==> src/rtl/dgca_pkg.sv <==
// Package for the data group CRC-16 assembler.
// Holds widths, CRC constants, the result struct and the byte-wide CRC update.
// No dependencies.
`default_nettype none

package dgca_pkg;

    localparam int LenBits = 14;

    localparam logic [15:0] CrcPoly = 16'h1021;
    localparam logic [15:0] CrcInit = 16'hFFFF;

    typedef logic [LenBits-1:0] t_len;

    localparam t_len CrcBytes = t_len'(2);

    localparam int CfgDataBits = 32;
    localparam int CfgAddrBits = 2;

    typedef struct packed {
        logic       accepted;
        logic [7:0] byte_out;
        t_len       byte_index;
        logic       group_done;
        logic       crc_match;
    } t_result;

    // MSB-first CRC-16 update over one byte
    function automatic logic [15:0] crc16_byte(input logic [15:0] crc_in,
                                               input logic [7:0]  data);
        logic [15:0] crc;
        crc = crc_in ^ {data, 8'h00};
        for (int b = 0; b < 8; b++) begin
            if (crc[15]) begin
                crc = {crc[14:0], 1'b0} ^ CrcPoly;
            end else begin
                crc = {crc[14:0], 1'b0};
            end
        end
        return crc;
    endfunction

endpackage

`default_nettype wire

==> src/rtl/dgca_core.sv <==
// Group state and per-byte result logic of the data group CRC-16 assembler.
// Depends on dgca_pkg.
`default_nettype none

module dgca_core (
    input  wire logic             i_clk,
    input  wire logic             i_rst_n,
    input  wire logic             i_take,
    input  wire logic             i_cmd,
    input  wire logic [7:0]       i_data_byte,
    input  wire dgca_pkg::t_len   i_group_length,
    output dgca_pkg::t_result     o_result
);
    import dgca_pkg::*;

    t_len        r_count, n_count;
    logic [15:0] r_crc, n_crc;
    logic [15:0] r_rcv, n_rcv;

    logic        full;
    logic        is_crc_data;
    logic        is_last;
    logic        long_enough;

    assign long_enough = (i_group_length >= CrcBytes);
    assign full        = (r_count >= i_group_length);
    assign is_crc_data = long_enough && (r_count < (i_group_length - CrcBytes));
    assign is_last     = (({1'b0, r_count} + (LenBits+1)'(1)) == {1'b0, i_group_length});

    always_comb begin
        n_count  = r_count;
        n_crc    = r_crc;
        n_rcv    = r_rcv;
        o_result = '0;
        if (i_cmd) begin
            n_count = '0;
            n_crc   = CrcInit;
            n_rcv   = '0;
        end else if (!full) begin
            if (is_crc_data) begin
                n_crc = crc16_byte(r_crc, i_data_byte);
            end else begin
                n_rcv = {r_rcv[7:0], i_data_byte};
            end
            n_count             = r_count + t_len'(1);
            o_result.accepted   = 1'b1;
            o_result.byte_out   = i_data_byte;
            o_result.byte_index = r_count;
            o_result.group_done = is_last;
            o_result.crc_match  = is_last && long_enough && (n_rcv == (n_crc ^ CrcInit));
        end
    end

    always_ff @(posedge i_clk) begin
        if (!i_rst_n) begin
            r_count <= '0;
            r_crc   <= CrcInit;
            r_rcv   <= '0;
        end else if (i_take) begin
            r_count <= n_count;
            r_crc   <= n_crc;
            r_rcv   <= n_rcv;
        end
    end

endmodule

`default_nettype wire

==> src/rtl/dgca_out_reg.sv <==
// Output register of the data group CRC-16 assembler: holds one result
// transaction until the downstream side takes it. Depends on dgca_pkg.
`default_nettype none

module dgca_out_reg (
    input  wire logic              i_clk,
    input  wire logic              i_rst_n,
    input  wire logic              i_load,
    input  wire dgca_pkg::t_result i_result,
    input  wire logic              i_stall,
    output logic                   o_valid,
    output dgca_pkg::t_result      o_result
);
    import dgca_pkg::*;

    logic    r_valid;
    t_result r_result;

    always_ff @(posedge i_clk) begin
        if (!i_rst_n) begin
            r_valid <= 1'b0;
        end else if (i_load) begin
            r_valid <= 1'b1;
        end else if (!i_stall) begin
            r_valid <= 1'b0;
        end
    end

    // payload needs no reset
    always_ff @(posedge i_clk) begin
        if (i_load) begin
            r_result <= i_result;
        end
    end

    assign o_valid  = r_valid;
    assign o_result = r_result;

endmodule

`default_nettype wire

==> src/rtl/data_group_crc16_assembler_top.sv <==
// Top level of the data group CRC-16 assembler: APB length register,
// group state core and output register. Depends on dgca_pkg, dgca_core, dgca_out_reg.
//
// The block takes one transaction per clock while o_stall is low: either a restart
// command or a data byte of a group whose byte count is set by the group_length
// register. Every input transaction yields exactly one result transaction in the
// following cycle, through a single output register; with i_stall low the block
// sustains one transaction per cycle, and o_stall is high only while a result
// sits in the output register and the downstream side stalls. Data bytes are
// accepted while fewer than group_length bytes have been taken; each accepted
// byte is passed through with its index for storage downstream. All bytes but
// the last two feed a CRC-16 (poly 0x1021, MSB first, init 0xFFFF, output
// inverted), computed combinationally by a one-byte XOR network; the last
// two bytes are the received CRC, high byte first. The result for the final
// byte carries group_done and crc_match. Surplus bytes and restarts return a
// result with all fields zero. A group shorter than two bytes never matches.
// Write group_length (register 0, byte address 0) only while the block is idle.
`default_nettype none

module data_group_crc16_assembler_top (
    input  wire logic                              i_clk,
    input  wire logic                              i_rst_n,
    // input channel
    input  wire logic                              i_valid,
    output logic                                   o_stall,
    input  wire logic                              i_cmd,
    input  wire logic [7:0]                        i_data_byte,
    // output channel
    output logic                                   o_valid,
    input  wire logic                              i_stall,
    output logic                                   o_accepted,
    output logic [7:0]                             o_byte_out,
    output logic [dgca_pkg::LenBits-1:0]           o_byte_index,
    output logic                                   o_group_done,
    output logic                                   o_crc_match,
    // configuration port
    input  wire logic                              psel,
    input  wire logic                              penable,
    input  wire logic                              pwrite,
    input  wire logic [dgca_pkg::CfgAddrBits-1:0]  paddr,
    input  wire logic [dgca_pkg::CfgDataBits-1:0]  pwdata,
    output logic [dgca_pkg::CfgDataBits-1:0]       prdata,
    output logic                                   pready
);
    import dgca_pkg::*;

    t_len    r_group_length;
    logic    take;
    logic    cfg_write;
    t_result core_result;
    t_result out_result;

    // Only one register: every address in its word decodes to it.
    assign pready    = 1'b1;
    assign cfg_write = psel && penable && pwrite && pready;
    assign prdata    = CfgDataBits'({paddr[0] & 1'b0, r_group_length});

    always_ff @(posedge i_clk) begin
        if (!i_rst_n) begin
            r_group_length <= '0;
        end else if (cfg_write) begin
            r_group_length <= pwdata[LenBits-1:0];
        end
    end

    // Hold the input while the output register is full and stalled.
    assign o_stall = o_valid && i_stall;
    assign take    = i_valid && !o_stall;

    dgca_core u_core (
        .i_clk          (i_clk),
        .i_rst_n        (i_rst_n),
        .i_take         (take),
        .i_cmd          (i_cmd),
        .i_data_byte    (i_data_byte),
        .i_group_length (r_group_length),
        .o_result       (core_result)
    );

    dgca_out_reg u_out_reg (
        .i_clk    (i_clk),
        .i_rst_n  (i_rst_n),
        .i_load   (take),
        .i_result (core_result),
        .i_stall  (i_stall),
        .o_valid  (o_valid),
        .o_result (out_result)
    );

    assign o_accepted   = out_result.accepted;
    assign o_byte_out   = out_result.byte_out;
    assign o_byte_index = out_result.byte_index;
    assign o_group_done = out_result.group_done;
    assign o_crc_match  = out_result.crc_match;

endmodule

`default_nettype wire

==> config.mk <==
export PLATFORM = sky130hd
export DESIGN_NAME = data_group_crc16_assembler_top
export DESIGN_NICKNAME = d
export VERILOG_FILES = /design/src/rtl/dgca_pkg.sv /design/src/rtl/dgca_core.sv /design/src/rtl/dgca_out_reg.sv /design/src/rtl/data_group_crc16_assembler_top.sv
export SDC_FILE = /design/constraint.sdc
export NUM_CORES = 1
export LEC_CHECK = 0
export BUFFER_PORTS_ARGS = -buffer_cell sky130_fd_sc_hd__buf_2
export CAP_MARGIN = 20
export CORE_MARGIN = 8
export CORE_UTILIZATION = 50
export DETAILED_ROUTE_END_ITERATION = 8
export PLACE_DENSITY = 0.74
export SYNTH_ARGS = -nofsm -noshare
export SYNTH_HDL_FRONTEND = slang
export SYNTH_SLANG_ARGS = --single-unit
==> constraint.sdc <==
create_clock -name i_clk -period 6.8 [get_ports i_clk]
set_clock_uncertainty 0.2 [all_clocks]
set_input_delay 1.36 -clock i_clk [delete_from_list [all_inputs] [get_ports i_clk]]
set_output_delay 1.36 -clock i_clk [all_outputs]
set_load 0.005 [all_outputs]
==> results.rst, run 1 <==
.. list-table::
   :header-rows: 1

   * - Metric
     - Value
   * - Most common cell in the synthesized netlist
     - sky130_fd_sc_hd__dfxtp_1
   * - Die area
     - 14,200 µm²
   * - Die boundary width
     - 119 µm
   * - Number of flops mapped to enable cells by yosys
     - 25
   * - Clock Root Buffer
     - sky130_fd_sc_hd__clkbuf_8
   * - Fraction of final layout cells sized beyond drive strength 1
     - 17.6%
   * - Chip height
     - ~120 µm
   * - Cell-by-cell listing of the critical path
     - nor4_4 > nand4_4 > nor4_1 > xnor2_1 > ha_1 > a21oi_1 > o21a_1 > o21ai_0 > a211o_4 > nor2_2 > or2_1 > a22o_1
   * - Switching power share of the total
     - roughly 29%
   * - Initial DRT Pass Iterations
     - 5
   * - CTS Buf Count
     - 9
   * - Post-CTS resize count
     - 0
   * - Post-synthesis xor/xnor area fraction
     - 15.1%
   * - Synthesized area
     - 5310 µm²
   * - Number of warnings issued by yosys
     - 0
   * - Clock sinks
     - 86
   * - Global-route wire length before repair
     - 20,000 µm
   * - Async set or reset register ratio after synthesis
     - 0%
   * - Number of failing setup endpoints in the final timing report
     - 0
   * - Post-detailed-placement cell area
     - 5630 µm²
   * - Per-cell via count in the routed design
     - 5.47
   * - Detail-routed net length per standard cell
     - 15.9 µm
   * - Max incr delay on CP
     - 0.59 ns
   * - I/O pins
     - 110
   * - Number of instances on the worst hold path
     - 2
   * - Mux cell area share after synthesis
     - less than 1%
   * - Final-stage net count
     - 698
   * - Clock tree from TritonCTS
     - done
   * - Number of hold-repair buffers added at the cts stage
     - 0
   * - Portion of total power attributed to sequential cells
     - between 40% and 50%
   * - Category of the critical setup timing path
     - reg -> reg
   * - Skew-Pair Late Insertion Delay
     - 0.36 ns
   * - Leftover overflow at the end of global routing
     - 0
   * - DRC viols
     - 0
   * - Critical path launch point type
     - flip-flop
   * - Highest fanout seen on the critical path
     - 16
   * - Clock Pin Slew Worst Setup and Hold Paths
     - 0.10 ns
   * - Post-synthesis sequential element count
     - 86
   * - Relative area change from synthesis to final layout
     - 10.4%
   * - Most frequently used flop master after synthesis
     - sky130_fd_sc_hd__dfxtp_1
   * - Hold path startpoint
     - r_group_length[0]
   * - Detailed Route WL
     - 12,100 µm
   * - Net switching power of the design
     - 339 µW
   * - Remaining antenna violation count after routing
     - 0
   * - Leading post-synthesis cells by cell area
     - sky130_fd_sc_hd__dfxtp_1 23%, sky130_fd_sc_hd__edfxtp_1 14%, sky130_fd_sc_hd__xnor2_1 8.3%
   * - Maximum number of pins on one net before global-route repair
     - 28
   * - Slowest library cell on the worst path
     - sky130_fd_sc_hd__or2_1
   * - Antenna violations before repair
     - 0
   * - Antenna cells
     - 0
   * - Final instance area
     - just under 6000 µm²
   * - Initial core utilization
     - about half
   * - VDD IR max
     - 110 µV
   * - Number of levels in the clock H-tree
     - 3
   * - Estimated wirelength of the detail-placed design
     - a little over 9000 µm
   * - Longest Clk Path Bufs
     - 2
   * - DRC marker count from the first detailed-route iteration
     - 213
   * - Hold Vio Cnt, Final
     - 0
   * - Headroom to the max-slew limit
     - 30.5%
   * - Top cells by count, synth
     - 61 x sky130_fd_sc_hd__dfxtp_1, 52 x sky130_fd_sc_hd__nand2_1, 50 x sky130_fd_sc_hd__xnor2_1, 35 x sky130_fd_sc_hd__nor2_1, 29 x sky130_fd_sc_hd__ha_1
   * - Sequential element share of the synthesized area
     - 37.2%
   * - Internal portion of total power
     - 839 µW
   * - Final number of max-transition violations
     - 0
   * - Share of the synthesized area in the top cell type
     - 23.0%
   * - Vias in the first global route
     - 4,204
   * - Terminating pin of the worst hold path
     - r_group_length[0]
   * - RePlAce Congestion
     - 0.906
   * - Worst reg2reg endpoint
     - u_core.r_rcv[9]
   * - Power density normalized to cell area
     - between 200 and 250 nW/µm²
   * - Slew at the pin closest to its max-slew limit
     - 1.04 ns
   * - Worst R2R Start
     - r_group_length[4]
   * - Comb pwr share
     - about 18%
   * - Setup repair after global routing missed its margin
     - no
   * - Number of cells on the worst reg-to-reg path
     - 12
   * - Final Cycle Share
     - between 60 and 70%
   * - Row count
     - 37
   * - Post-synthesis instance total
     - ~560
   * - Area fraction in and, or, nand and nor cells after synthesis
     - roughly 17%
   * - Synth Area in Adders
     - 6.84%
   * - Buffers inserted during post-CTS setup optimization
     - 0
   * - Count of buffers inserted at the top-level ports
     - 70
   * - Post-synthesis average cell area
     - 9.41 µm²
   * - Area of the core region
     - 10,300 µm²
   * - Buffer and inverter count on the worst path
     - 0
   * - Leading area contributor after synthesis
     - sky130_fd_sc_hd__dfxtp_1
   * - Count of maximum capacitance violations
     - 0
   * - Worst Path Arrival
     - 4.33 ns
   * - Library cells used by synthesis
     - 65
   * - Crit path capture type
     - flip-flop
   * - Worst hold margin
     - 0.302 ns
   * - Fmax
     - roughly 240 MHz
   * - TNS Setup
     - 0 ns
   * - Clk network pwr share
     - 33.9%
   * - Required time at the endpoint of the critical path
     - 6.91 ns
   * - Final worst path period need
     - 4.22 ns
   * - LEAKAGE
     - 0.00243 µW
   * - R2R Setup Slk
     - approximately 2.6 ns
   * - Result of the run
     - completed
   * - Via count
     - between 4k and 5k
   * - Kind of cell adding the most delay to the critical path
     - simple AND/OR/NAND/NOR gates
   * - GRT Resource Usage Total
     - 16.9%
   * - Compound-cell area share of the yosys netlist
     - 16.8%
   * - Type of the worst min-delay path
     - reg -> reg
   * - Main combinational cell family by area after synthesis
     - simple AND/OR/NAND/NOR gates
-- how the worst max path moves through the flow --
stage                                 start          endpoint  slack [ns]  depth (start not counted)
after floorplan           r_group_length[4]  u_core.r_crc[10]        3.48                         14
after global placement    r_group_length[4]   u_core.r_rcv[8]        2.72                         12
after detailed placement  r_group_length[4]   u_core.r_rcv[9]        2.62                         12
after CTS                 r_group_length[4]   u_core.r_rcv[0]        2.59                         12
after global routing      r_group_length[4]   u_core.r_rcv[0]        2.32                         12
final                     r_group_length[4]   u_core.r_rcv[9]        2.58                         12
-- worst reg2reg max path: stages (launching register included) --
cell,delay [ns]
sky130_fd_sc_hd__dfxtp_1,0.45
sky130_fd_sc_hd__nor4_4,0.43
sky130_fd_sc_hd__nand4_4,0.17
sky130_fd_sc_hd__nor4_1,0.32
sky130_fd_sc_hd__xnor2_1,0.16
sky130_fd_sc_hd__ha_1,0.27
sky130_fd_sc_hd__a21oi_1,0.15
sky130_fd_sc_hd__o21a_1,0.15
sky130_fd_sc_hd__o21ai_0,0.14
sky130_fd_sc_hd__a211o_4,0.34
sky130_fd_sc_hd__nor2_2,0.54
sky130_fd_sc_hd__or2_1,0.59
sky130_fd_sc_hd__a22o_1,0.26
-- flip-flops by register name (all words and copies together), names as in the netlist --
register	cells
u_out_reg.o_result	25
r_group_length	14
u_core.r_count	14
u_core.r_rcv	16
u_core.r_crc	16
u_out_reg.o_valid	1
-- power groups by stage --
stage | Combinational [µW] | Sequential [µW] | Clock (µW)
after global placement | 208 | 573 | 0
final | 217 | 562 | 399
after CTS | 216 | 562 | 405
after detailed placement | 214 | 574 | 0
after global routing | 240 | 565 | 424
after floorplan | 166 | 571 | 0
-- layer usage --
layer	wire length (µm)	track usage, %	vias up
li1	-	-	2053
met1	5710	21.8	1936
met2	5360	26.8	143
met3	722	4.44	25
met4	260	6.01	0
met5	0	0	-
-- logic make-up (layout without fill, tap and decap cells) --
family / Yosys count / count (layout)
XOR/XNOR: 82 / 82
adder cells (fa/ha/maj): 29 / 29
AND/OR/NAND/NOR: 176 / 176
AO/OA/AOI/OAI: 124 / 124
buffers and inverters: 64 / 107
flip-flops: 86 / 86
multiplexers: 1 / 1
other: 2 / 19
-- layout by cell type (no fill, tap or decap), drive strengths merged, types with 16 or more instances in the layout --
cell type and n:
edfxtp 25, a21oi 26, nand2 52, inv 20
conb 19, buf 72, xor2 26, ha 29
xnor2 56, nor2 37, and2 22, o21ai 27
dfxtp 61, a22o 16
-- cell type report --
class                   count  area (µm²)
fillers                   905        4470
multi-input cells         431        3050
flip-flops and latches     86        1970
repair buffers             72         365
well taps                 136         170
clock buffers              11         163
inverters                  19        71.3
clock inverters             5        62.6
-- metrics by stage --
step           total power, µW  setup slack (ns)  cells  util (%)
4_1_cts                   1180              2.59    759      56.7
6_report                  1180              2.58    760      56.7
2_1_floorplan              738              3.48    581         -
3_5_place_dp               788              2.62    743      54.5
3_3_place_gp               781              2.72    743      54.5
5_1_grt                   1230              2.32    760      56.7
No activity file was read; power rests on OpenSTA's default activity.
==> run 2: changes to the inputs <==
- PLACE_DENSITY: 0.74 -> 0.77
- clock period: 6.8 -> 3.6 ns (I/O delays scaled with it)
==> results.rst, run 2 (synthesized netlist as in run 1, its figures left out) <==
.. list-table::
   :header-rows: 1

   * - Metric
     - Value
   * - Via count
     - 4,267
   * - Kind of cell adding the most delay to the critical path
     - compound AO/OA/AOI/OAI gates
   * - Vias in the first global route
     - 4,195
   * - Detail-routed net length per standard cell
     - approximately 16 µm
   * - Top library cells by usage in the layout, fill and taps aside
     - 70 x sky130_fd_sc_hd__buf_2, 61 x sky130_fd_sc_hd__dfxtp_1, 52 x sky130_fd_sc_hd__nand2_1, 50 x sky130_fd_sc_hd__xnor2_1, 35 x sky130_fd_sc_hd__nor2_1
   * - Final Cycle Share
     - 93.7%
   * - Number of failing setup endpoints in the final timing report
     - 0
   * - Hold path startpoint
     - r_group_length[0]
   * - Count of buffers inserted at the top-level ports
     - 70
   * - Final instance area
     - ~5900 µm²
   * - Slew at the pin closest to its max-slew limit
     - 0.531 ns
   * - Per-cell via count in the routed design
     - 5.50
   * - Clock sinks
     - between 80 and 90
   * - LEAKAGE
     - 0.00249 µW
   * - Buffer and inverter count on the worst path
     - 2
   * - Startpoint of the most critical setup path
     - r_group_length[1]
   * - Clock tree from TritonCTS
     - done
   * - Category of the critical setup timing path
     - reg -> reg
   * - Number of levels in the clock H-tree
     - 3
   * - Slowest library cell on the worst path
     - sky130_fd_sc_hd__dfxtp_1
   * - Critical path launch point type
     - flip-flop
   * - Cell-by-cell listing of the critical path
     - inv_1 > ha_1 > nand2_1 > nor2_1 > xnor2_1 > ha_1 > a21o_1 > a31oi_1 > o21ai_0 > a211o_4 > o311ai_4 > buf_6 > nor2_1 > a21oi_1
   * - Headroom to the max-slew limit
     - 64.4%
   * - Maximum number of pins on one net before global-route repair
     - 27
   * - Most common cell after layout, fill and taps aside
     - sky130_fd_sc_hd__buf_2
   * - VDD IR max
     - 165 µV
   * - Result of the run
     - completed
   * - Hold Vio Cnt, Final
     - 0
   * - Initial DRT Pass Iterations
     - 5
   * - Count of fill cells added during filler insertion
     - 913
   * - Worst hold margin
     - 0.312 ns
   * - Skew-Pair Late Insertion Delay
     - 0.36 ns
   * - Buffers inserted during post-CTS setup optimization
     - 0
   * - Final-stage net count
     - about 700
   * - Flip-flop count of the largest register after layout
     - 25
   * - Fmax
     - between 200 and 300 MHz
   * - Clock Pin Slew Worst Setup and Hold Paths
     - around 0.090 ns
   * - Chip height
     - 119 µm
   * - Post-layout instance count excluding filler cells
     - roughly 780
   * - Count of maximum capacitance violations
     - 0
   * - Antenna cells
     - 0
   * - Setup repair after global routing missed its margin
     - no
   * - Die boundary width
     - ~120 µm
   * - Antenna violations before repair
     - 0
   * - Detailed Route WL
     - ~12,000 µm
   * - Total area of multi-input combinational cells
     - around 3100 µm²
   * - CTS Buf Count
     - 9
   * - Post-detailed-placement cell area
     - approximately 5800 µm²
   * - Longest Clk Path Bufs
     - 2
   * - Reg area
     - 1970 µm²
   * - Relative area change from synthesis to final layout
     - 11.9%
   * - Leftover overflow at the end of global routing
     - 0
   * - Max incr delay on CP
     - ~0.45 ns
   * - Final worst path period need
     - 3.37 ns
   * - GRT Resource Usage Total
     - 17.2%
   * - DRC marker count from the first detailed-route iteration
     - 234
   * - RePlAce Congestion
     - between 0.8 and 0.9
   * - Fraction of final layout cells sized beyond drive strength 1
     - roughly 20%
   * - DRC viols
     - 0
   * - Remaining antenna violation count after routing
     - 0
   * - Estimated wirelength of the detail-placed design
     - 9480 µm
   * - I/O pins
     - 110
   * - Worst Path Arrival
     - 3.46 ns
   * - Global-route wire length before repair
     - 20,300 µm
   * - Crit path capture type
     - flip-flop
   * - Power density normalized to cell area
     - 357 nW/µm²
   * - Required time at the endpoint of the critical path
     - 3.69 ns
   * - Final number of max-transition violations
     - 0
   * - Initial core utilization
     - between 50% and 60%
   * - Highest fanout seen on the critical path
     - 16
   * - Worst R2R Start
     - r_group_length[1]
   * - Type of the worst min-delay path
     - reg -> reg
   * - Number of hold-repair buffers added at the cts stage
     - 0
   * - Die area
     - ~14,000 µm²
   * - Area of the core region
     - roughly 10,000 µm²
   * - TNS Setup
     - 0 ns
   * - Overall power consumption
     - 2120 µW
   * - Row count
     - 37
   * - Clock Root Buffer
     - sky130_fd_sc_hd__clkbuf_8
   * - Placed instance count
     - 760
-- run 2: through the flow --
step | worst slack, ns | util, %
2_1_floorplan | 0.278 | -
3_3_place_gp | 0.131 | 55.7
3_5_place_dp | 0.0186 | 55.7
4_1_cts | 0.138 | 57.4
5_1_grt | 0.0255 | 57.5
6_report | 0.227 | 57.5
-- run 2: final timing paths --
check | to | slack (ns) | cells past startpoint
max | u_core.r_crc[6] | 0.23 | 14
min | r_group_length[0] | 0.31 | 2
max reg2reg | u_core.r_crc[6] | 0.23 | 14
min reg2reg | r_group_length[0] | 0.31 | 2
-- run 2: layout make-up --
cell class                      count  area share [%]
Inverter                           19            1.20
Tap cell                          136            2.87
Timing Repair Buffer               88            8.24
Multi-Input combinational cell    431            51.5
Sequential cell                    86            33.2
Clock buffer                       12            2.44
Clock inverter                      4           0.506
-- run 2: tightest hold or removal path: cells and delay by family, from the launching register on --
kind / cells / cell delay (ns)
compound gates: 1 / 0.07
flops: 1 / 0.34
simple gates: 1 / 0.06
-- run 2: what timing repair did --
action,in CTS,in global routing
resized for setup,1,3
cloned,0,0
endpoints found under the setup margin,1,32
-- run 2: routing by layer --
metal | GRT usage [%] | vias up | wire, µm
met5 | 0 | - | 0
met4 | 6.88 | 0 | 218
met3 | 2.93 | 18 | 673
met2 | 26.4 | 158 | 5390
met1 | 23.4 | 2005 | 5850
li1 | - | 2086 | -
-- run 2: where the power goes --
| part | leakage (µW) | switching, µW | internal [µW] |
|---|---|---|---|
| registers | 0.000745 | 26.1 | 1030 |
| clock network | 0.0000835 | 358 | 273 |
| logic | 0.00166 | 247 | 182 |
| total | 0.00249 | 631 | 1490 |
==> run 3: changes to the inputs <==
- CELL_PAD_IN_SITES_DETAIL_PLACEMENT: not set -> 0
- CELL_PAD_IN_SITES_GLOBAL_PLACEMENT: not set -> 1
- CORE_UTILIZATION: 50 -> 25
- PLACE_DENSITY: 0.77 -> not set
- PLACE_DENSITY_LB_ADDON: not set -> 0.1
==> results.rst, run 3 (synthesized netlist as in run 1, its figures left out) <==
.. list-table::
   :header-rows: 1

   * - Metric
     - Value
   * - Result of the run
     - completed
   * - Area of the core region
     - 21,000 µm²
   * - Antenna cells
     - 0
   * - Per-cell via count in the routed design
     - 4.48
   * - Initial DRT Pass Iterations
     - 4
   * - Initial core utilization
     - 25.3%
   * - Fmax
     - 302 MHz
   * - Remaining antenna violation count after routing
     - 0
   * - Detail-routed net length per standard cell
     - 16.3 µm
   * - Critical path launch point type
     - flip-flop
   * - Chip height
     - 162 µm
   * - Flip-flop count of the largest register after layout
     - 25
   * - Number of levels in the clock H-tree
     - 3
   * - Skew-Pair Late Insertion Delay
     - 0.35 ns
   * - Die boundary width
     - 162 µm
   * - Headroom to the max-slew limit
     - between 50% and 60%
   * - Switching power share of the total
     - ~28%
   * - Portion of total power attributed to sequential cells
     - 41.1%
   * - DRC viols
     - 0
   * - Worst hold margin
     - about 0.3 ns
   * - Relative area change from synthesis to final layout
     - 21.0%
   * - Estimated wirelength of the detail-placed design
     - around 12,000 µm
   * - Category of the critical setup timing path
     - reg -> reg
   * - Clock Root Buffer
     - sky130_fd_sc_hd__clkbuf_16
   * - Number of hold-repair buffers added at the cts stage
     - 0
   * - Final-stage net count
     - around 730
   * - Fraction of final layout cells sized beyond drive strength 1
     - between 20 and 25%
   * - Comb pwr share
     - 18.0%
   * - DRC marker count from the first detailed-route iteration
     - 174
   * - Count of buffers inserted at the top-level ports
     - 70
   * - VDD IR max
     - 182 µV
   * - Count of maximum capacitance violations
     - 0
   * - TNS Setup
     - 0 ns
   * - Leftover overflow at the end of global routing
     - 0
   * - Final number of max-transition violations
     - 0
   * - Hold Vio Cnt, Final
     - 0
   * - Vias in the first global route
     - 4,239
   * - Slew at the pin closest to its max-slew limit
     - 0.605 ns
   * - Global-route wire length before repair
     - 23,900 µm
   * - Internal portion of total power
     - 1850 µW
   * - Type of the worst min-delay path
     - reg -> reg
   * - Die area
     - 26,100 µm²
   * - Clock Pin Slew Worst Setup and Hold Paths
     - 0.07 ns
   * - Net switching power of the design
     - 723 µW
   * - Clock sinks
     - 86
   * - Buffers inserted during post-CTS setup optimization
     - 0
   * - GRT Resource Usage Total
     - 11.6%
   * - Required time at the endpoint of the critical path
     - 3.68 ns
   * - Longest Clk Path Bufs
     - 2
   * - Detailed Route WL
     - around 15,000 µm
   * - Top library cells by usage in the layout, fill and taps aside
     - 70 x sky130_fd_sc_hd__buf_2, 61 x sky130_fd_sc_hd__dfxtp_1, 52 x sky130_fd_sc_hd__nand2_1, 50 x sky130_fd_sc_hd__xnor2_1, 35 x sky130_fd_sc_hd__nor2_1
   * - Number of failing setup endpoints in the final timing report
     - 0
   * - Clk network pwr share
     - 40.9%
   * - I/O pins
     - 110
   * - Maximum number of pins on one net before global-route repair
     - 26
   * - Row count
     - 53
   * - Final worst path period need
     - roughly 3.3 ns
   * - Crit path capture type
     - flip-flop
   * - LEAKAGE
     - 0.00266 µW
   * - Power density normalized to cell area
     - approximately 400 nW/µm²
   * - Via count
     - 4,162
   * - Most common cell after layout, fill and taps aside
     - sky130_fd_sc_hd__buf_2
   * - Antenna violations before repair
     - 0
   * - Highest fanout seen on the critical path
     - 16
   * - CTS Buf Count
     - 9
   * - Worst Path Arrival
     - 3.40 ns
   * - Setup repair after global routing missed its margin
     - no
   * - Overall power consumption
     - 2570 µW
   * - Final Cycle Share
     - 92.1%
   * - Clock tree from TritonCTS
     - done
   * - RePlAce Congestion
     - 0.735
## run 3: repair_timing
action,CTS,global route
hold endpoints to repair,0,0
gates resized for setup,0,4
setup endpoints to repair,0,33
## run 3: cell type report
type,count,area (µm²)
fill,2239,14500
sequential,86,1970
inverter,19,71.3
tap,275,344
multi-input combinational,431,3070
clock buffer,9,225
clock inverter,7,104
timing repair buffer,102,628
## run 3: stage by stage
stage	cells	utilization [%]	setup slack [ns]	cell area (µm²)
2_1_floorplan	581	-	0.278	5370
3_3_place_gp	913	29.0	0.0584	6070
3_5_place_dp	913	29.0	0.0685	6070
4_1_cts	929	30.5	0.0386	6400
5_1_grt	929	30.6	0.0149	6420
6_report	929	30.6	0.283	6420
## run 3: worst paths after layout
check,slack (ns),depth (start not counted),endpoint,from
setup / recovery,0.28,13,u_core.r_crc[7],r_group_length[7]
hold / removal,0.30,1,u_core.r_rcv[10],u_core.r_rcv[10]
setup reg to reg,0.28,13,u_core.r_crc[7],r_group_length[7]
hold reg to reg,0.30,1,u_core.r_rcv[10],u_core.r_rcv[10]
## run 3: power by group through the flow
stage | sequential (µW) | clock [µW] | combinational (µW)
2_1_floorplan | 1080 | 0 | 314
6_report | 1060 | 1050 | 463
3_3_place_gp | 1080 | 0 | 465
3_5_place_dp | 1080 | 0 | 466
5_1_grt | 1060 | 1130 | 513
4_1_cts | 1060 | 1090 | 469
## run 3: worst max-delay path, cell delays in order, from the launching register on
cell,delay (ns)
sky130_fd_sc_hd__dfxtp_1,0.34
sky130_fd_sc_hd__nor4_4,0.37
sky130_fd_sc_hd__nand4_4,0.19
sky130_fd_sc_hd__nor4_4,0.25
sky130_fd_sc_hd__xnor2_1,0.15
sky130_fd_sc_hd__ha_1,0.27
sky130_fd_sc_hd__a21oi_1,0.16
sky130_fd_sc_hd__o21a_1,0.18
sky130_fd_sc_hd__o21ai_1,0.13
sky130_fd_sc_hd__a211o_4,0.36
sky130_fd_sc_hd__o311ai_4,0.32
sky130_fd_sc_hd__buf_12,0.19
sky130_fd_sc_hd__nor2_1,0.05
sky130_fd_sc_hd__a21oi_1,0.10
## run 3: per-layer routing
layer	vias to the layer above	routed length [µm]	GRT usage (%)
met5	-	0	0
met2	84	7230	19.4
li1	2117	-	-
met3	17	517	2.08
met4	0	248	4.29
met1	1944	7110	14.8
